$ cat src/rtl/u8vr_pkg.sv
// Types, constants and byte classification for the UTF-8 validate-and-repair block.
package u8vr_pkg;

  typedef enum logic [2:0] {
    ERR_NONE       = 3'd0,
    ERR_UNEXP_CONT = 3'd1,
    ERR_BAD_CONT   = 3'd2,
    ERR_TRUNC      = 3'd3,
    ERR_OVERLONG   = 3'd4,
    ERR_SURROGATE  = 3'd5,
    ERR_RANGE      = 3'd6,
    ERR_BAD_LEAD   = 3'd7
  } err_kind_e;

  // Replacement character U+FFFD
  localparam logic [7:0] REPL_B0 = 8'hEF;
  localparam logic [7:0] REPL_B1 = 8'hBF;
  localparam logic [7:0] REPL_B2 = 8'hBD;

  localparam int unsigned MAX_WORDS = 6;
  localparam int unsigned QDEPTH    = 4;
  localparam int unsigned QPTR_W    = $clog2(QDEPTH);
  localparam int unsigned QCNT_W    = $clog2(QDEPTH + 1);

  typedef struct packed {
    err_kind_e  kind;   // error of a lead, ERR_NONE otherwise
    logic [2:0] len;    // sequence length opened, 0 for ASCII or error
  } lead_class_t;

  // One accepted byte's worth of results
  typedef struct packed {
    logic [MAX_WORDS-1:0][7:0] bytes;
    logic [2:0]                nbytes;
    logic                      eos;
    logic                      str_valid;
    err_kind_e                 kind;
    logic [15:0]               offset;
    logic [15:0]               repl;
  } pkt_t;

  typedef struct packed {
    logic full;
    logic empty;
  } q_stat_t;

  function automatic lead_class_t lead_class(input logic [7:0] b);
    lead_class_t lc;
    lc.kind = ERR_NONE;
    lc.len  = 3'd0;
    priority if (b <= 8'h7F) begin
      lc.len = 3'd0;
    end else if (b[7:6] == 2'b10) begin
      lc.kind = ERR_UNEXP_CONT;
    end else if (b == 8'hC0 || b == 8'hC1) begin
      lc.kind = ERR_OVERLONG;
    end else if (b >= 8'hF5 && b <= 8'hF7) begin
      lc.kind = ERR_RANGE;
    end else if (b >= 8'hF8) begin
      lc.kind = ERR_BAD_LEAD;
    end else if (b <= 8'hDF) begin
      lc.len = 3'd2;
    end else if (b <= 8'hEF) begin
      lc.len = 3'd3;
    end else begin
      lc.len = 3'd4;
    end
    return lc;
  endfunction

  // Whole-sequence check on lead and second byte
  function automatic err_kind_e seq_check(input logic [7:0] lead, input logic [7:0] second);
    err_kind_e k;
    k = ERR_NONE;
    priority if (lead == 8'hE0 && second < 8'hA0) begin
      k = ERR_OVERLONG;
    end else if (lead == 8'hED && second >= 8'hA0) begin
      k = ERR_SURROGATE;
    end else if (lead == 8'hF0 && second < 8'h90) begin
      k = ERR_OVERLONG;
    end else if (lead == 8'hF4 && second >= 8'h90) begin
      k = ERR_RANGE;
    end else begin
      k = ERR_NONE;
    end
    return k;
  endfunction

endpackage

$ cat src/rtl/u8vr_in_if.sv
// Input byte channel: valid/ready with byte and end-of-string flag.
interface u8vr_in_if;
  logic       valid;
  logic       ready;
  logic [7:0] in_byte;
  logic       last_of_string;

  modport source (output valid, output in_byte, output last_of_string, input ready);
  modport sink   (input valid, input in_byte, input last_of_string, output ready);
endinterface

$ cat src/rtl/u8vr_out_if.sv
// Output word channel: valid/ready with repaired byte and string status.
interface u8vr_out_if;
  logic        valid;
  logic        ready;
  logic [7:0]  out_byte;
  logic        byte_present;
  logic        end_of_string;
  logic        string_valid;
  logic [2:0]  error_kind;
  logic [15:0] error_offset;
  logic [15:0] repl_total;

  modport source (output valid, output out_byte, output byte_present, output end_of_string,
                  output string_valid, output error_kind, output error_offset,
                  output repl_total, input ready);
  modport sink   (input valid, input out_byte, input byte_present, input end_of_string,
                  input string_valid, input error_kind, input error_offset,
                  input repl_total, output ready);
endinterface

$ cat src/rtl/u8vr_front.sv
// Front end: UTF-8 decoder; pushes a packet per byte that yields words or ends a string.
module u8vr_front #(
  parameter int unsigned OFFSET_BITS = 16
) (
  input  logic              clk_i,
  input  logic              rst_ni,
  input  logic              cfg_we_i,
  input  logic              cfg_wdata_i,
  u8vr_in_if.sink           in_i,
  input  u8vr_pkg::q_stat_t qstat_i,
  output logic              push_o,
  output u8vr_pkg::pkt_t    pkt_o
);
  import u8vr_pkg::*;

  logic                   mode_q;
  logic [7:0]             pend_q [3];
  logic [1:0]             pcnt_q;
  logic [2:0]             elen_q;
  logic [OFFSET_BITS-1:0] pos_q;
  logic [OFFSET_BITS-1:0] seq_q;
  logic                   es_q;
  err_kind_e              ek_q;
  logic [OFFSET_BITS-1:0] eo_q;
  logic [15:0]            repl_q;

  logic [7:0]             s_pend [3];
  logic [1:0]             s_pcnt;
  logic [2:0]             s_elen;
  logic [OFFSET_BITS-1:0] s_seq;
  logic                   s_es;
  err_kind_e              s_ek;
  logic [OFFSET_BITS-1:0] s_eo;
  logic [15:0]            s_repl;
  logic [7:0]             rb [8];
  logic [2:0]             rn;
  lead_class_t            lc;
  err_kind_e              sk;
  logic [7:0]             b;
  logic [7:0]             second;
  logic                   lst;
  logic                   cont;
  logic                   do_lead;
  logic [OFFSET_BITS+15:0] eo_ext;
  logic                   acc;

  assign b         = in_i.in_byte;
  assign lst       = in_i.last_of_string;
  assign in_i.ready = !qstat_i.full;
  assign acc       = in_i.valid && in_i.ready;

  always_comb begin
    s_pend  = pend_q;
    s_pcnt  = pcnt_q;
    s_elen  = elen_q;
    s_seq   = seq_q;
    s_es    = es_q;
    s_ek    = ek_q;
    s_eo    = eo_q;
    s_repl  = repl_q;
    rb      = '{default: 8'h00};
    rn      = 3'd0;
    lc      = lead_class(b);
    cont    = (b[7:6] == 2'b10);
    do_lead = 1'b0;
    second  = (pcnt_q >= 2'd2) ? pend_q[1] : b;
    sk      = seq_check(pend_q[0], second);

    if (elen_q == 3'd0) begin
      do_lead = 1'b1;
    end else if (!cont) begin
      // drop the open bytes, then recheck this byte as a lead
      if (!s_es) begin
        s_es = 1'b1;
        s_ek = ERR_BAD_CONT;
        s_eo = pos_q;
      end
      if (mode_q) begin
        rb[rn] = REPL_B0; rn = rn + 3'd1;
        rb[rn] = REPL_B1; rn = rn + 3'd1;
        rb[rn] = REPL_B2; rn = rn + 3'd1;
      end
      if (s_repl != 16'hFFFF) s_repl = s_repl + 16'd1;
      s_elen  = 3'd0;
      s_pcnt  = 2'd0;
      do_lead = 1'b1;
    end else if (({1'b0, pcnt_q} + 3'd1) < elen_q) begin
      if (pcnt_q == 2'd1) s_pend[1] = b;
      else s_pend[2] = b;
      s_pcnt = pcnt_q + 2'd1;
    end else begin
      if (sk != ERR_NONE) begin
        if (!s_es) begin
          s_es = 1'b1;
          s_ek = sk;
          s_eo = seq_q;
        end
        if (mode_q) begin
          rb[rn] = REPL_B0; rn = rn + 3'd1;
          rb[rn] = REPL_B1; rn = rn + 3'd1;
          rb[rn] = REPL_B2; rn = rn + 3'd1;
        end
        if (s_repl != 16'hFFFF) s_repl = s_repl + 16'd1;
      end else if (mode_q) begin
        for (int i = 0; i < 3; i++) begin
          if (2'(i) < pcnt_q) begin
            rb[rn] = pend_q[i];
            rn     = rn + 3'd1;
          end
        end
        rb[rn] = b;
        rn     = rn + 3'd1;
      end
      s_elen = 3'd0;
      s_pcnt = 2'd0;
    end

    if (do_lead) begin
      if (lc.kind != ERR_NONE) begin
        if (!s_es) begin
          s_es = 1'b1;
          s_ek = lc.kind;
          s_eo = pos_q;
        end
        if (mode_q) begin
          rb[rn] = REPL_B0; rn = rn + 3'd1;
          rb[rn] = REPL_B1; rn = rn + 3'd1;
          rb[rn] = REPL_B2; rn = rn + 3'd1;
        end
        if (s_repl != 16'hFFFF) s_repl = s_repl + 16'd1;
      end else if (lc.len == 3'd0) begin
        if (mode_q) begin
          rb[rn] = b;
          rn     = rn + 3'd1;
        end
      end else begin
        s_elen    = lc.len;
        s_pend[0] = b;
        s_pcnt    = 2'd1;
        s_seq     = pos_q;
      end
    end

    // a sequence still open at the end of the string is truncated
    if (lst && s_elen != 3'd0) begin
      if (!s_es) begin
        s_es = 1'b1;
        s_ek = ERR_TRUNC;
        s_eo = s_seq;
      end
      if (mode_q) begin
        rb[rn] = REPL_B0; rn = rn + 3'd1;
        rb[rn] = REPL_B1; rn = rn + 3'd1;
        rb[rn] = REPL_B2; rn = rn + 3'd1;
      end
      if (s_repl != 16'hFFFF) s_repl = s_repl + 16'd1;
      s_elen = 3'd0;
      s_pcnt = 2'd0;
    end

    eo_ext = {16'h0000, s_eo};

    for (int j = 0; j < MAX_WORDS; j++) begin
      pkt_o.bytes[j] = rb[j];
    end
    pkt_o.nbytes    = rn;
    pkt_o.eos       = lst;
    pkt_o.str_valid = !s_es;
    pkt_o.kind      = s_ek;
    pkt_o.offset    = (eo_ext > (OFFSET_BITS + 16)'(16'hFFFF)) ? 16'hFFFF : eo_ext[15:0];
    pkt_o.repl      = mode_q ? s_repl : 16'h0000;
  end

  assign push_o = acc && (rn != 3'd0 || lst);

  always_ff @(posedge clk_i or negedge rst_ni) begin
    if (!rst_ni) begin
      mode_q <= 1'b0;
      pcnt_q <= 2'd0;
      elen_q <= 3'd0;
      pos_q  <= '0;
      seq_q  <= '0;
      es_q   <= 1'b0;
      ek_q   <= ERR_NONE;
      eo_q   <= '0;
      repl_q <= 16'h0000;
    end else begin
      if (cfg_we_i) mode_q <= cfg_wdata_i;
      if (acc) begin
        if (lst) begin
          pcnt_q <= 2'd0;
          elen_q <= 3'd0;
          pos_q  <= '0;
          seq_q  <= '0;
          es_q   <= 1'b0;
          ek_q   <= ERR_NONE;
          eo_q   <= '0;
          repl_q <= 16'h0000;
        end else begin
          pcnt_q <= s_pcnt;
          elen_q <= s_elen;
          seq_q  <= s_seq;
          es_q   <= s_es;
          ek_q   <= s_ek;
          eo_q   <= s_eo;
          repl_q <= s_repl;
          if (pos_q != {OFFSET_BITS{1'b1}}) pos_q <= pos_q + OFFSET_BITS'(1);
        end
      end
    end
  end

  // pending bytes hold no reset value
  always_ff @(posedge clk_i) begin
    if (acc) pend_q <= s_pend;
  end

endmodule

$ cat src/rtl/u8vr_queue.sv
// Short packet queue between the decoder front end and the output back end.
module u8vr_queue (
  input  logic              clk_i,
  input  logic              rst_ni,
  input  logic              push_i,
  input  u8vr_pkg::pkt_t    pkt_i,
  input  logic              pop_i,
  output u8vr_pkg::pkt_t    head_o,
  output u8vr_pkg::q_stat_t stat_o
);
  import u8vr_pkg::*;

  pkt_t              mem_q [QDEPTH];
  logic [QPTR_W-1:0] wptr_q;
  logic [QPTR_W-1:0] rptr_q;
  logic [QCNT_W-1:0] cnt_q;

  assign head_o       = mem_q[rptr_q];
  assign stat_o.full  = (cnt_q == QCNT_W'(QDEPTH));
  assign stat_o.empty = (cnt_q == '0);

  always_ff @(posedge clk_i or negedge rst_ni) begin
    if (!rst_ni) begin
      wptr_q <= '0;
      rptr_q <= '0;
      cnt_q  <= '0;
    end else begin
      if (push_i) wptr_q <= wptr_q + QPTR_W'(1);
      if (pop_i)  rptr_q <= rptr_q + QPTR_W'(1);
      unique case ({push_i, pop_i})
        2'b10:   cnt_q <= cnt_q + QCNT_W'(1);
        2'b01:   cnt_q <= cnt_q - QCNT_W'(1);
        default: cnt_q <= cnt_q;
      endcase
    end
  end

  always_ff @(posedge clk_i) begin
    if (push_i) mem_q[wptr_q] <= pkt_i;
  end

endmodule

$ cat src/rtl/u8vr_back.sv
// Back end: walks each queued packet and sends its words through the output register.
module u8vr_back (
  input  logic              clk_i,
  input  logic              rst_ni,
  input  u8vr_pkg::pkt_t    head_i,
  input  u8vr_pkg::q_stat_t qstat_i,
  output logic              pop_o,
  u8vr_out_if.source        out_o
);
  import u8vr_pkg::*;

  logic        ov_q;
  logic [2:0]  idx_q;
  logic [7:0]  byte_q;
  logic        present_q;
  logic        eos_q;
  logic        valid_q;
  logic [2:0]  kind_q;
  logic [15:0] off_q;
  logic [15:0] repl_q;

  logic [2:0]  last_idx;
  logic        last_ent;
  logic        eos_ent;
  logic        adv;
  logic        load;
  logic [7:0]  byte_sel;

  assign last_idx = (head_i.nbytes == 3'd0) ? 3'd0 : head_i.nbytes - 3'd1;
  assign last_ent = (idx_q == last_idx);
  assign eos_ent  = head_i.eos && last_ent;
  assign adv      = !ov_q || out_o.ready;
  assign load     = adv && !qstat_i.empty;
  assign pop_o    = load && last_ent;

  always_comb begin
    unique case (idx_q)
      3'd0:    byte_sel = head_i.bytes[0];
      3'd1:    byte_sel = head_i.bytes[1];
      3'd2:    byte_sel = head_i.bytes[2];
      3'd3:    byte_sel = head_i.bytes[3];
      3'd4:    byte_sel = head_i.bytes[4];
      3'd5:    byte_sel = head_i.bytes[5];
      default: byte_sel = 8'h00;
    endcase
  end

  always_ff @(posedge clk_i or negedge rst_ni) begin
    if (!rst_ni) begin
      ov_q  <= 1'b0;
      idx_q <= 3'd0;
    end else if (adv) begin
      ov_q <= !qstat_i.empty;
      if (load) idx_q <= last_ent ? 3'd0 : idx_q + 3'd1;
    end
  end

  // status travels only on the string's last word
  always_ff @(posedge clk_i) begin
    if (load) begin
      present_q <= (head_i.nbytes != 3'd0);
      byte_q    <= (head_i.nbytes != 3'd0) ? byte_sel : 8'h00;
      eos_q     <= eos_ent;
      valid_q   <= eos_ent && head_i.str_valid;
      kind_q    <= eos_ent ? head_i.kind : ERR_NONE;
      off_q     <= eos_ent ? head_i.offset : 16'h0000;
      repl_q    <= eos_ent ? head_i.repl : 16'h0000;
    end
  end

  assign out_o.valid         = ov_q;
  assign out_o.out_byte      = byte_q;
  assign out_o.byte_present  = present_q;
  assign out_o.end_of_string = eos_q;
  assign out_o.string_valid  = valid_q;
  assign out_o.error_kind    = kind_q;
  assign out_o.error_offset  = off_q;
  assign out_o.repl_total    = repl_q;

endmodule

$ cat src/rtl/utf8_validate_and_repair_core.sv
// UTF-8 validate-and-repair core: streams strings of bytes, gives status or repaired bytes.
//
// in_i takes one byte per word with last_of_string on the final byte of a string.
// out_o gives result words. In strict mode (repair_mode 0) each string yields one
// status word on its last byte. In repair mode valid sequences are passed on when
// they complete and each bad sequence becomes EF BF BD; the string's last word
// carries the status and replacement count.
// cfg_we_i/cfg_wdata_i write repair_mode; write it only while no string is in flight.
// Throughput: one input byte per cycle while the queue has room. Output is one word
// per cycle while out_o.ready is high; a byte may produce up to 6 words, sent in turn.
// The words of a byte pass through the queue and then the output register on their
// way to out_o.
// A 4-packet queue between decoder and output lets the decoder run ahead; in_i.ready
// drops only while that queue is full.
// Reset clears the decoder flags, queue pointers and output valid, and selects strict mode.
// When the receiver stalls, the output word holds, the queue fills, then input stalls.
module utf8_validate_and_repair_core #(
  parameter int unsigned OFFSET_BITS = 16
) (
  input  logic        clk_i,
  input  logic        rst_ni,
  input  logic        cfg_we_i,
  input  logic        cfg_wdata_i,
  u8vr_in_if.sink     in_i,
  u8vr_out_if.source  out_o
);
  import u8vr_pkg::*;

  pkt_t    pkt_in;
  pkt_t    pkt_head;
  q_stat_t qstat;
  logic    push;
  logic    pop;

  u8vr_front #(
    .OFFSET_BITS(OFFSET_BITS)
  ) u_front (
    .clk_i      (clk_i),
    .rst_ni     (rst_ni),
    .cfg_we_i   (cfg_we_i),
    .cfg_wdata_i(cfg_wdata_i),
    .in_i       (in_i),
    .qstat_i    (qstat),
    .push_o     (push),
    .pkt_o      (pkt_in)
  );

  u8vr_queue u_queue (
    .clk_i (clk_i),
    .rst_ni(rst_ni),
    .push_i(push),
    .pkt_i (pkt_in),
    .pop_i (pop),
    .head_o(pkt_head),
    .stat_o(qstat)
  );

  u8vr_back u_back (
    .clk_i  (clk_i),
    .rst_ni (rst_ni),
    .head_i (pkt_head),
    .qstat_i(qstat),
    .pop_o  (pop),
    .out_o  (out_o)
  );

endmodule

$ cat src/flat_wrapper.sv
// flat-port wrapper written by rule: the top's interface ports become plain ports
module utf8_validate_and_repair_core_flat import u8vr_pkg::*;
#(
  parameter int unsigned OFFSET_BITS = 16
)
  (clk_i, rst_ni, cfg_we_i, cfg_wdata_i, in_i_valid, in_i_in_byte, in_i_last_of_string, in_i_ready, out_o_valid, out_o_out_byte, out_o_byte_present, out_o_end_of_string, out_o_string_valid, out_o_error_kind, out_o_error_offset, out_o_repl_total, out_o_ready);
  u8vr_in_if in_i_i ();
  u8vr_out_if out_o_i ();
  input  logic clk_i;
  input  logic rst_ni;
  input  logic cfg_we_i;
  input  logic cfg_wdata_i;
  input wire logic [$bits(in_i_i.valid)-1:0] in_i_valid;
  input wire logic [$bits(in_i_i.in_byte)-1:0] in_i_in_byte;
  input wire logic [$bits(in_i_i.last_of_string)-1:0] in_i_last_of_string;
  output wire logic [$bits(in_i_i.ready)-1:0] in_i_ready;
  output wire logic [$bits(out_o_i.valid)-1:0] out_o_valid;
  output wire logic [$bits(out_o_i.out_byte)-1:0] out_o_out_byte;
  output wire logic [$bits(out_o_i.byte_present)-1:0] out_o_byte_present;
  output wire logic [$bits(out_o_i.end_of_string)-1:0] out_o_end_of_string;
  output wire logic [$bits(out_o_i.string_valid)-1:0] out_o_string_valid;
  output wire logic [$bits(out_o_i.error_kind)-1:0] out_o_error_kind;
  output wire logic [$bits(out_o_i.error_offset)-1:0] out_o_error_offset;
  output wire logic [$bits(out_o_i.repl_total)-1:0] out_o_repl_total;
  input wire logic [$bits(out_o_i.ready)-1:0] out_o_ready;
  assign in_i_i.valid = in_i_valid;
  assign in_i_i.in_byte = in_i_in_byte;
  assign in_i_i.last_of_string = in_i_last_of_string;
  assign in_i_ready = in_i_i.ready;
  assign out_o_valid = out_o_i.valid;
  assign out_o_out_byte = out_o_i.out_byte;
  assign out_o_byte_present = out_o_i.byte_present;
  assign out_o_end_of_string = out_o_i.end_of_string;
  assign out_o_string_valid = out_o_i.string_valid;
  assign out_o_error_kind = out_o_i.error_kind;
  assign out_o_error_offset = out_o_i.error_offset;
  assign out_o_repl_total = out_o_i.repl_total;
  assign out_o_i.ready = out_o_ready;
  utf8_validate_and_repair_core #(.OFFSET_BITS(OFFSET_BITS)) u_core (.clk_i(clk_i), .rst_ni(rst_ni), .cfg_we_i(cfg_we_i), .cfg_wdata_i(cfg_wdata_i), .in_i(in_i_i), .out_o(out_o_i));
endmodule
$ cat config.mk
export PLATFORM = sky130hd
export DESIGN_NAME = utf8_validate_and_repair_core_flat
export DESIGN_NICKNAME = d
export VERILOG_FILES = /design/src/rtl/u8vr_pkg.sv /design/src/rtl/u8vr_in_if.sv /design/src/rtl/u8vr_out_if.sv /design/src/rtl/u8vr_front.sv /design/src/rtl/u8vr_queue.sv /design/src/rtl/u8vr_back.sv /design/src/rtl/utf8_validate_and_repair_core.sv /design/src/flat_wrapper.sv
export SDC_FILE = /design/constraint.sdc
export NUM_CORES = 1
export LEC_CHECK = 0
export ABC_AREA = 1
export BUFFER_PORTS_ARGS = -buffer_cell sky130_fd_sc_hd__buf_2
export CAP_MARGIN = 20
export CORE_MARGIN = 1.5
export CORE_UTILIZATION = 36
export DETAILED_ROUTE_END_ITERATION = 10
export GPL_TIMING_DRIVEN = 0
export PLACE_DENSITY = 0.49
export SYNTH_ARGS = -nofsm -noshare
export SYNTH_HDL_FRONTEND = slang
export SYNTH_SLANG_ARGS = --single-unit
$ cat constraint.sdc
create_clock -name clk_i -period 13.1 [get_ports clk_i]
set_input_delay 1.965 -clock clk_i [delete_from_list [all_inputs] [get_ports clk_i]]
set_output_delay 1.965 -clock clk_i [all_outputs]
set_load 0.05 [all_outputs]
# ---- After elaboration in Yosys (flattened, before gate mapping)
# Memories as Yosys holds them, arrays and structs flattened.
# Cells that the tools add are included.
dict set report word_totals {
  n_memories 1
  in_bits 15
  ram_bits 352
  word_cells 353
  register_bits 155
  out_inout_bits 48
}
dict set report classes {
  order_cmp 33
  reduce_logical 45
  n_eq_ne 21
  addsub 21
  bitwise 31
  mux 177
}
# name words word_bits read_ports rd_clocked_by_memory_dff write_ports line_no
set memory_table {}
lappend memory_table {u_core.u_queue.mem_q 4 88 1 0 1 u8vr_queue.sv:13} ;# pkt_t mem_q [QDEPTH];
# operator n
set op_table {}
lappend op_table {{2-to-1 mux 64 bit} 22}
lappend op_table {{2-to-1 mux 16 bit} 30}
lappend op_table {{bitwise mux 64 bit} 4}
lappend op_table {{OR 56 bit} 4}
lappend op_table {{demux 8 bit (select 3 bit)} 9}
lappend op_table {{2-to-1 mux 3 bit} 67}
lappend op_table {{2-to-1 mux 8 bit} 16}
lappend op_table {{OR 48 bit} 2}
lappend op_table {{2-to-1 mux 40 bit} 2}
lappend op_table {{2-to-1 mux 24 bit} 3}
lappend op_table {{adder 16 x 1 -> 16 bit, second input constant} 4}
lappend op_table {{inequality test 16 bit, second input constant} 4}
lappend op_table {{== test 8 bit, second input constant} 6}
lappend op_table {{one-hot mux 8 bit (6 select lines)} 1}
lappend op_table {{>= comparator 4 bit, second input constant} 9}
lappend op_table {{less-than comparator 4 x 1 -> 1 bit, second input constant} 9}
lappend op_table {{NOT 3 -> 4 bit} 9}
lappend op_table {{adder 3 x 1 -> 3 bit, second input constant} 11}
lappend op_table {{AND 16 bit} 2}
lappend op_table {{AND 8 bit} 4}
lappend op_table {{>= comparator 8 bit, second input constant} 4}
lappend op_table {{NOT 16 bit} 2}
lappend op_table {{NOT 8 bit} 4}
lappend op_table {{less-or-equal comparator 8 bit, second input constant} 3}
lappend op_table {{other kinds (28)} 97}

# ---- Longest topological paths before layout
# Gate-level depths: netlist of run 1.
dict set report logic_depth {
  depth_word 50
  depth_mapped 40
  ltp_nobuf 39
}

# ---- By module
# From an unflattened synthesis of run 1, not the netlist that was laid out.
dict set report hier_totals {
  hier_cells 2774
  area_unflattened_um2 26035.0
}
# mod area_per_inst_um2 seq_area_each_um2 instances cells_each
set by_module_without_submodules {}
lappend by_module_without_submodules {u8vr_queue 14249.9 10745.3 1 1075}
lappend by_module_without_submodules {u8vr_front 9223.8 2572.5 1 1429}
lappend by_module_without_submodules {u8vr_back 2561.2 1481.4 1 270}

# ---- Worst setup path after synthesis of run 1
# Ideal clock, no wire load.
dict set report synth_timing {
  path_type {input to register}
  start {in in_i_in_byte[7]}
  end {mem u_core.u_queue.mem_q[0][0] (netlist name), enable pin}
  arrival_ps 8960
  required_ps 12565
  path_slack_ps 3605
  path_buffers 2
  stages 33
  setup_ps 535
  cell_sequence {buf_2 > inv_2 > nand2_1 > nand2_1 > nor2_1 > nand2_1 > nand2_1 > nand2_1 > o21bai_4 > nand2_4 > buf_2 > inv_1 > nand2_1 > nand2_2 > clkinv_1 > ha_1 > or2_1 > nand2_2 > inv_1 > nand2_1 > nand2_2 > xor2_1 > nand2_1 > nand2_1 > nand2_1 > nand2_1 > nand3_1 > nand2_2 > nand2_1 > nand3_1 > nand3_1 > nand2_2 > nor2_1}
}
dict set report synth_via {
  elab_chain_len 28
  word_cells_on_any_way 70
  cone_classes {add/sub (6); order compare (10); eq/ne (3); mux (37); reduce/logical (14)}
}
# element line_no
set synth_lines {}
lappend synth_lines {{start, declared} flat_wrapper.sv:14} ;# input wire logic [$bits(in_i_i.in_byte)-1:0] in_i_in_byte;
lappend synth_lines {{2-to-1 mux 8 bit} u8vr_front.sv:66} ;# second = (pcnt_q >= 2'd2) ? pend_q[1] : b;
lappend synth_lines {{>= comparator 8 bit} u8vr_pkg.sv:80} ;# end else if (lead == 8'hF4 && second >= 8'h90) begin
lappend synth_lines {{logical AND 1 bit} u8vr_pkg.sv:80}
lappend synth_lines {{2-to-1 mux 3 bit} u8vr_pkg.sv:80}
lappend synth_lines {{2-to-1 mux 3 bit} u8vr_pkg.sv:78} ;# end else if (lead == 8'hF0 && second < 8'h90) begin
lappend synth_lines {{2-to-1 mux 3 bit} u8vr_pkg.sv:76} ;# end else if (lead == 8'hED && second >= 8'hA0) begin
lappend synth_lines {{2-to-1 mux 3 bit} u8vr_pkg.sv:74} ;# priority if (lead == 8'hE0 && second < 8'hA0) begin
lappend synth_lines {{nonzero test 3 bit} u8vr_front.sv:92} ;# if (sk != ERR_NONE) begin
lappend synth_lines {{[12 not listed]} -}
lappend synth_lines {{adder 3 x 1 -> 3 bit} u8vr_front.sv:154} ;# rb[rn] = REPL_B2; rn = rn + 3'd1;
lappend synth_lines {{2-to-1 mux 3 bit} u8vr_front.sv:151} ;# if (mode_q) begin
lappend synth_lines {{2-to-1 mux 3 bit (*)} u8vr_front.sv:145} ;# if (lst && s_elen != 3'd0) begin
lappend synth_lines {{nonzero test 3 bit (*)} u8vr_front.sv:174} ;# assign push_o = acc && (rn != 3'd0 || lst);
lappend synth_lines {{logical OR 1 bit (*)} u8vr_front.sv:174}
lappend synth_lines {{logical AND 1 bit (*)} u8vr_front.sv:174}
lappend synth_lines {{2-to-1 mux 1 bit (*)} u8vr_queue.sv:39} ;# if (push_i) mem_q[wptr_q] <= pkt_i;
lappend synth_lines {{2-to-1 mux 1 bit (not written as such) (*)} u8vr_queue.sv:39}
lappend synth_lines {{end, declared} u8vr_queue.sv:13}
# Every way passes the cells marked *; elsewhere a longest branch is shown, timed or not.

# ---- Final worst setup path of run 1
dict set report layout_timing {
  start {in in_i_in_byte[5]}
  end {mem u_core.u_queue.mem_q[0][59] (netlist name), enable pin}
}
# Same word-level chain as after synthesis.

==> results of run 1 <==
[worst register-to-register path, delay by kind of cell (launching register included)]
family | cells | cell delay (ns)
simple gates | 19 | 3.04
buf+inv | 7 | 1.53
fa+ha+maj | 3 | 1.08
flops | 1 | 0.51
compound gates | 2 | 0.33
xor+xnor | 1 | 0.17
[stage by stage]
stage | instance area [um2] | instances | total power (W) | setup TNS, ns | worst slack [ns]
6_report | 28400 | 3560 | 0.00631 | 0 | 5.43
5_1_grt | 28400 | 3560 | 0.00663 | 0 | 4.85
4_1_cts | 28400 | 3559 | 0.00634 | 0 | 5.41
3_5_place_dp | 26500 | 3455 | 0.00471 | 0 | 4.74
3_3_place_gp | 26100 | 3437 | 0.00467 | -456.69 | -1.46
2_1_floorplan | 24700 | 2502 | 0.00381 | 0 | 3.60
[kinds of logic (layout without fill, tap and decap cells)]
kind of cell,count (synthesis),count (layout),synth area share
simple gates,917,917,0.164
buf+inv,363,548,0.0565
other cells,1,8,0.000152
flops,507,507,0.600
xor+xnor,17,17,0.00603
compound gates,658,658,0.157
fa+ha+maj,32,32,0.0165
[layer usage]
metal | track usage | up-vias
met2 | 0.348 | 713
met3 | 0.0376 | 92
li1 | - | 9180
met4 | 0.0513 | 0
met5 | 0 | -
met1 | 0.335 | 9673
[cells in the final DEF, fill, tap and decap left out, drive strengths merged, types with 3 or more instances in the layout]
cell      instances
nand2           452
edfxtp          422
o21ai           252
nor2            252
inv             226
clkbuf          181
a21oi           166
nand3           130
buf              99
o22ai            85
dfrtp            85
a221oi           45
nor3             35
ha               31
nand4            27
clkinv           27
a31oi            23
o211ai           20
a22o             18
xor2             13
a32oi             8
a22oi             8
clkinvlp          8
conb              8
nor4              8
bufinv            7
o21a              6
o31ai             6
nor3b             5
o221ai            4
xnor2             4
o311ai            4
a211oi            3
nand3b            3
a32o              3
[cell type report]
type                    instances  area share
plain buffers                 131      0.0184
repair buffers                 81      0.0239
flip-flops and latches        507       0.521
multi-input cells            1632       0.302
clock inverters                36      0.0143
clock buffers                  68      0.0520
inverters                     232      0.0306
well taps                     873      0.0384
[worst min-delay path by stage]
stage / from / end
2_1_floorplan: u_core.u_queue.cnt_q[0] / u_core.u_queue.cnt_q[0]
3_3_place_gp: u_core.u_queue.cnt_q[1] / u_core.u_queue.cnt_q[1]
3_5_place_dp: u_core.u_queue.cnt_q[1] / u_core.u_queue.cnt_q[1]
4_1_cts: u_core.u_queue.cnt_q[1] / u_core.u_queue.cnt_q[1]
5_1_grt: u_core.u_queue.cnt_q[0] / u_core.u_queue.cnt_q[0]
6_report: u_core.u_front.repl_q[15] / u_core.u_front.repl_q[15]
[state kept, by name (all words and copies together), names as in the netlist, 2 cells and up]
register and count:
u_core.u_back.idx_q 3, u_core.u_back.out_o.error_kind 3, u_core.u_back.out_o.error_offset 16, u_core.u_back.out_o.out_byte 8
u_core.u_back.out_o.repl_total 16, u_core.u_front.ek_q 3, u_core.u_front.elen_q 3, u_core.u_front.eo_q 16
u_core.u_front.pcnt_q 2, u_core.u_front.pend_q 24, u_core.u_front.pos_q 16, u_core.u_front.repl_q 16
u_core.u_front.seq_q 16, u_core.u_queue.cnt_q 3, u_core.u_queue.mem_q 352, u_core.u_queue.rptr_q 2
u_core.u_queue.wptr_q 2
[power groups by stage]
stage	registers, W	logic [W]	clock network, W
floorplan	0.00260	0.00121	0
global placement	0.00242	0.00224	0
detailed placement	0.00236	0.00236	0
CTS	0.00233	0.00236	0.00165
global route	0.00236	0.00256	0.00171
finish	0.00233	0.00236	0.00162
==> flow_summary.yaml, run 1 <==
outcome:
  outcome: "complete, no violations"
setup_path:
  critPathMaxFanout: 23
  crit_buf_inv: 8
  cp-end-kind: "flip-flop"
  cp_common_cell: "nand2_1"
  endpoint: "u_core.u_queue.mem_q[0][59]"
  cp_top_family: "simple AND/OR/NAND/NOR gates"
  r2r.worst_path.cells: 32
  critical_path_class: "in2reg"
  startpoint: "in_i_in_byte[5]"
  r2r-end: "u_core.u_queue.mem_q[0][59]"
  crit_required_ns: 13.41
  crit_arrival_ns: 7.98
  slowest_stage: "nor2_4"
  r2r-start: "u_core.u_front.pcnt_q[1]"
  reg2reg_slack_ns: 6.08
  slowest_delay_ns: 0.70
  cp_num_cells: 35
  startpoint_type: "input port"
drt:
  wl_per_cell_um: 22.7
  wl_met3_um: 5740
  ant_nets: 0
  drt_wl_total_um: 80700
  vias: 19700
  avgViaCountPerCell: 5.52
  drtIter0Drc: 1918
  met1Wirelength_um: 37600
  top_layer_used: "met4"
  post-route-drc-count: 0
  firstDrtPassIters: 8
  wl_met2_um: 35800
place:
  dpl.hpwl_um: 57300
  gp_congestion: 0.919
  io_buffers: 62
die:
  chipWidth_um: 265
  core_area_um2: 67500
  die_h_um: 265
  floorplan.initialDensity: 0.366
  ios: 63
  rows: 95
  die-area_um2: 70100
final_layout:
  multi_input_area_um2: 8570
  post-route-util: 0.421
  area_growth_pct: 15.1
  fillers: 6555
  drive_above_1_share: 0.0942
  diodes: 0
  finalNetCount: 2688
  seqCellArea_um2: 14800
cts:
  post_cts_buffers: 0
  cts-resized-gates: 0
  root_buffer: "clkbuf_16"
  clock_sinks: 507
  htreeDepth: 2
  insertion_delay_ns: 0.62
  tritoncts: "built"
  postCtsHoldBufs: 0
  cts.clk_slew.worst_paths_ns: 0.05
  cts_buffers: 56
  clockBufferDepth: 3
synthesis:
  synth-edff-count: 422
  async_flop_share: 0.168
  post-synth-top-area-cell: "edfxtp_1"
  syn-instance-count: 2495
  seq_area_frac_synth: 0.600
  yosysTopAreaCellShare: 0.513
  syn_avg_cell_area_um2: 9.89
  ys_types: 58
  synth_commonest_cells: "nand2_1 (424), edfxtp_1 (422), o21ai_0 (241), nor2_1 (234), inv_1 (214)"
  synth_area_leaders: "edfxtp_1 (51%), dfrtp_1 (8.6%), nand2_1 (6.4%), o21ai_0 (4.9%), nor2_1 (3.6%)"
  synth.most_common_cell: "nand2_1"
  synth_area_um2: 24700
  yosys_warnings: 0
  ys.flop_type: "edfxtp_1"
  synth-seq-cells: 507
global_routing:
  grt_max_degree: 51
  grt_pass1_vias: 18700
  grt_pass1_wl_um: 120000
  grt_usage: 0.226
  grt_antenna_before_repair: 1
  grt_overflow: 0
sta:
  skew_ns: 0.0156
  fmax_ghz: 0.130
  period_share: 0.586
  slew-limit-headroom: 0.315
  drv_slew: 0
  tightest_slew_ns: 1.01
  fin_hold_ws_ns: 0.491
  fin_crit_ns: 7.67
  setup_viol: 0
  grt_setup_unrepaired: "false"
  hold_viol: 0
power:
  pwr-share-clk: 0.257
  p_sw_w: 0.00258
  p_int_w: 0.00373
  p_per_area_nw_per_um2: 222
  irDropWorstVdd_mv: 0.115
  seqPwrFrac: 0.369
  sw_frac_of_total: 0.409
  power_frac_comb: 0.375
  leakagePower_nw: 10.6
worst_hold_path:
  hold_class: "reg2reg"
  min_path_cells: 2
job:
  maxCapViolCount: 0
(Power assumes the default switching activity.)
==> inputs of run 2 (changes only) <==
--- a/config.mk
+++ b/config.mk
@@ -5,7 +5,7 @@
 export SDC_FILE = /design/constraint.sdc
 export NUM_CORES = 1
 export LEC_CHECK = 0
-export ABC_AREA = 1
+export ABC_AREA = 0
 export BUFFER_PORTS_ARGS = -buffer_cell sky130_fd_sc_hd__buf_2
 export CAP_MARGIN = 20
 export CORE_MARGIN = 1.5
==> constraint.sdc (replaced) <==
create_clock -name clk_i -period 7.6 [get_ports clk_i]
set_input_delay 1.14 -clock clk_i [delete_from_list [all_inputs] [get_ports clk_i]]
set_output_delay 1.14 -clock clk_i [all_outputs]
set_load 0.05 [all_outputs]
==> flow_summary.yaml, run 2 <==
outcome:
  outcome: "complete, no violations"
synthesis:
  synth-edff-count: 422
  syn_avg_cell_area_um2: 13.9
  synth-seq-cells: 507
  ys_types: 98
  seq_area_frac_synth: 0.623
  yosys_warnings: 0
  yosysTopAreaCellShare: 0.534
  syn-instance-count: 1711
  synth_area_leaders: "edfxtp_1 (53%), dfrtp_1 (9.0%), mux4_2 (8.3%), nand2_1 (2.1%), a22o_1 (2.0%)"
  synth_area_um2: 23700
  ys.flop_type: "edfxtp_1"
  async_flop_share: 0.168
  synth.most_common_cell: "edfxtp_1"
  synth_commonest_cells: "edfxtp_1 (422), nand2_1 (134), nor2_1 (113), mux4_2 (88), dfrtp_1 (85)"
  post-synth-top-area-cell: "edfxtp_1"
final_layout:
  final_cell_mix: "edfxtp_1 (422), nand2_1 (134), nor2_1 (109), mux4_2 (88)"
  largest_reg_flops: 352
  drive_above_1_share: 0.174
  area_growth_pct: 15.8
  post-route-util: 0.424
  regMostFlops: "u_core.u_queue.mem_q"
  diodes: 0
  finalNetCount: 1911
  final_common_cell: "edfxtp_1"
  largestRegisters: "u_core.u_queue.mem_q (352), u_core.u_front.pend_q (24)"
die:
  floorplan.initialDensity: 0.366
  core_area_um2: 64800
  die-area_um2: 67500
  chipWidth_um: 260
  ios: 63
  rows: 93
  die_h_um: 260
setup_path:
  startpoint_type: "flip-flop"
  r2r-end: "u_core.u_queue.mem_q[2][50]"
  r2r.worst_path.cells: 23
  critical_path_class: "reg2reg"
  reg2reg_slack_ns: 0.45
  critPathMaxFanout: 11
  cp-end-kind: "flip-flop"
  crit_required_ns: 7.86
  r2r-start: "u_core.u_front.pcnt_q[0]"
  crit_arrival_ns: 7.41
  startpoint: "u_core.u_front.pcnt_q[0]"
worst_hold_path:
  hold_class: "reg2reg"
  min_path_cells: 1
  holdPathEnd: "u_core.u_queue.cnt_q[0]"
  hp-start: "u_core.u_queue.cnt_q[0]"
sta:
  period_share: 0.941
  fin_hold_ws_ns: 0.497
  hold_viol: 0
  fmax_ghz: 0.140
  tightest_slew_ns: 1.08
  grt_setup_unrepaired: "false"
  fin_crit_ns: 7.15
  setup_viol: 0
  skew_ns: 0.0254
  tns_ns: 0
  drv_slew: 0
  slew-limit-headroom: 0.272
power:
  p_per_area_nw_per_um2: 364
  leakagePower_nw: 9.78
  irDropWorstVdd_mv: 0.145
cts:
  clockBufferDepth: 3
  clock_sinks: 507
  cts_buffers: 53
  cts.clk_slew.worst_paths_ns: 0.06
  tritoncts: "built"
  insertion_delay_ns: 0.63
  htreeDepth: 2
  root_buffer: "clkbuf_16"
  postCtsHoldBufs: 0
job:
  maxCapViolCount: 0
global_routing:
  grt_max_degree: 47
  grt_antenna_before_repair: 0
  grt_overflow: 0
  grt_usage: 0.196
  grt_pass1_vias: 15300
  grt_pass1_wl_um: 98800
place:
  gp_congestion: 0.869
  io_buffers: 62
  dpl.hpwl_um: 46800
drt:
  post-route-drc-count: 0
  ant_nets: 0
  drtIter0Drc: 1282
  drt_wl_total_um: 65500
  wl_per_cell_um: 23.7
  firstDrtPassIters: 5
  vias: 15300
  avgViaCountPerCell: 5.55
==> run 2: cell type report <==
class | count | area, um2
Clock buffer | 61 | 1360
Timing Repair Buffer | 93 | 822
Multi-Input combinational cell | 1070 | 8460
Buffer | 100 | 417
Clock inverter | 34 | 420
Fill cell | 5870 | 37300
Inverter | 39 | 146
Sequential cell | 507 | 14800
Tap cell | 855 | 1070
==> run 2: logic make-up after synthesis <==
logic type	count (synthesis)	share of synthesized area
other	1	0.000158
XOR/XNOR	56	0.0213
adder cells (fa/ha/maj)	32	0.0172
flip-flops	507	0.623
AO/OA/AOI/OAI	388	0.116
buffers and inverters	141	0.0240
AND/OR/NAND/NOR	465	0.0998
multiplexers	121	0.0985
==> run 2: report_power, final <==
group	switching [W]	total, W	internal, W
Sequential	0.000175	0.00391	0.00373
Clock	0.00111	0.00267	0.00156
Combinational	0.00224	0.00343	0.00119
Total	0.00352	0.0100	0.00648
==> run 2: critical path, cell delays in order, from the launching register on <==
cell      delay, ns
dfrtp_1        0.52
inv_1          0.15
ha_1           0.24
buf_2          0.19
o21ai_0        0.29
o22a_1         0.31
mux2_4         0.36
nor3_4         0.33
buf_6          0.22
buf_6          0.19
nand2_1        0.19
nand2_1        0.39
inv_1          0.17
clkbuf_1       0.30
ha_1           0.30
xnor2_1        0.17
xnor2_1        0.16
nor2_1         0.06
o31a_1         0.38
xnor2_2        0.27
xnor2_1        0.66
or2_2          0.28
o21ai_0        0.22
o21bai_1       0.43
==> run 2: worst max path at each step <==
stage                                  endpoint  slack, ns  cells past startpoint
global placement    u_core.u_queue.mem_q[3][78]      -4.52                     22
CTS                  u_core.u_queue.mem_q[3][6]       0.15                     29
finish              u_core.u_queue.mem_q[2][50]       0.45                     23
detailed placement      u_core.u_queue.cnt_q[2]      -0.90                     26
floorplan            u_core.u_queue.mem_q[0][0]      -0.38                     23
global route        u_core.u_queue.mem_q[3][50]       0.10                     23
==> run 2: through the flow <==
stage,total power (W),setup WS (ns),instances,area (um2)
2_1_floorplan,0.00620,-0.383,1718,23800
5_1_grt,0.0105,0.100,2759,27500
4_1_cts,0.0101,0.147,2759,27500
3_3_place_gp,0.00729,-4.52,2635,25200
3_5_place_dp,0.00741,-0.899,2655,25600
6_report,0.0100,0.451,2759,27500
==> run 2: layer usage <==
layer	up-vias	GRT usage	share of wire	routed length [um]
li1	7000	-	-	-
met1	7797	0.284	0.47	30500
met2	443	0.308	0.46	30100
met3	78	0.0331	0.057	3720
met4	0	0.0454	0.017	1150
met5	-	0	0	0
==> run 2: what timing repair did <==
| item | CTS | global route |
|---|---|---|
| pin swaps | 3 | 0 |
| buffers inserted | 9 | 0 |
| endpoints found under the setup margin | 334 | 195 |
| gates resized for setup | 2 | 3 |
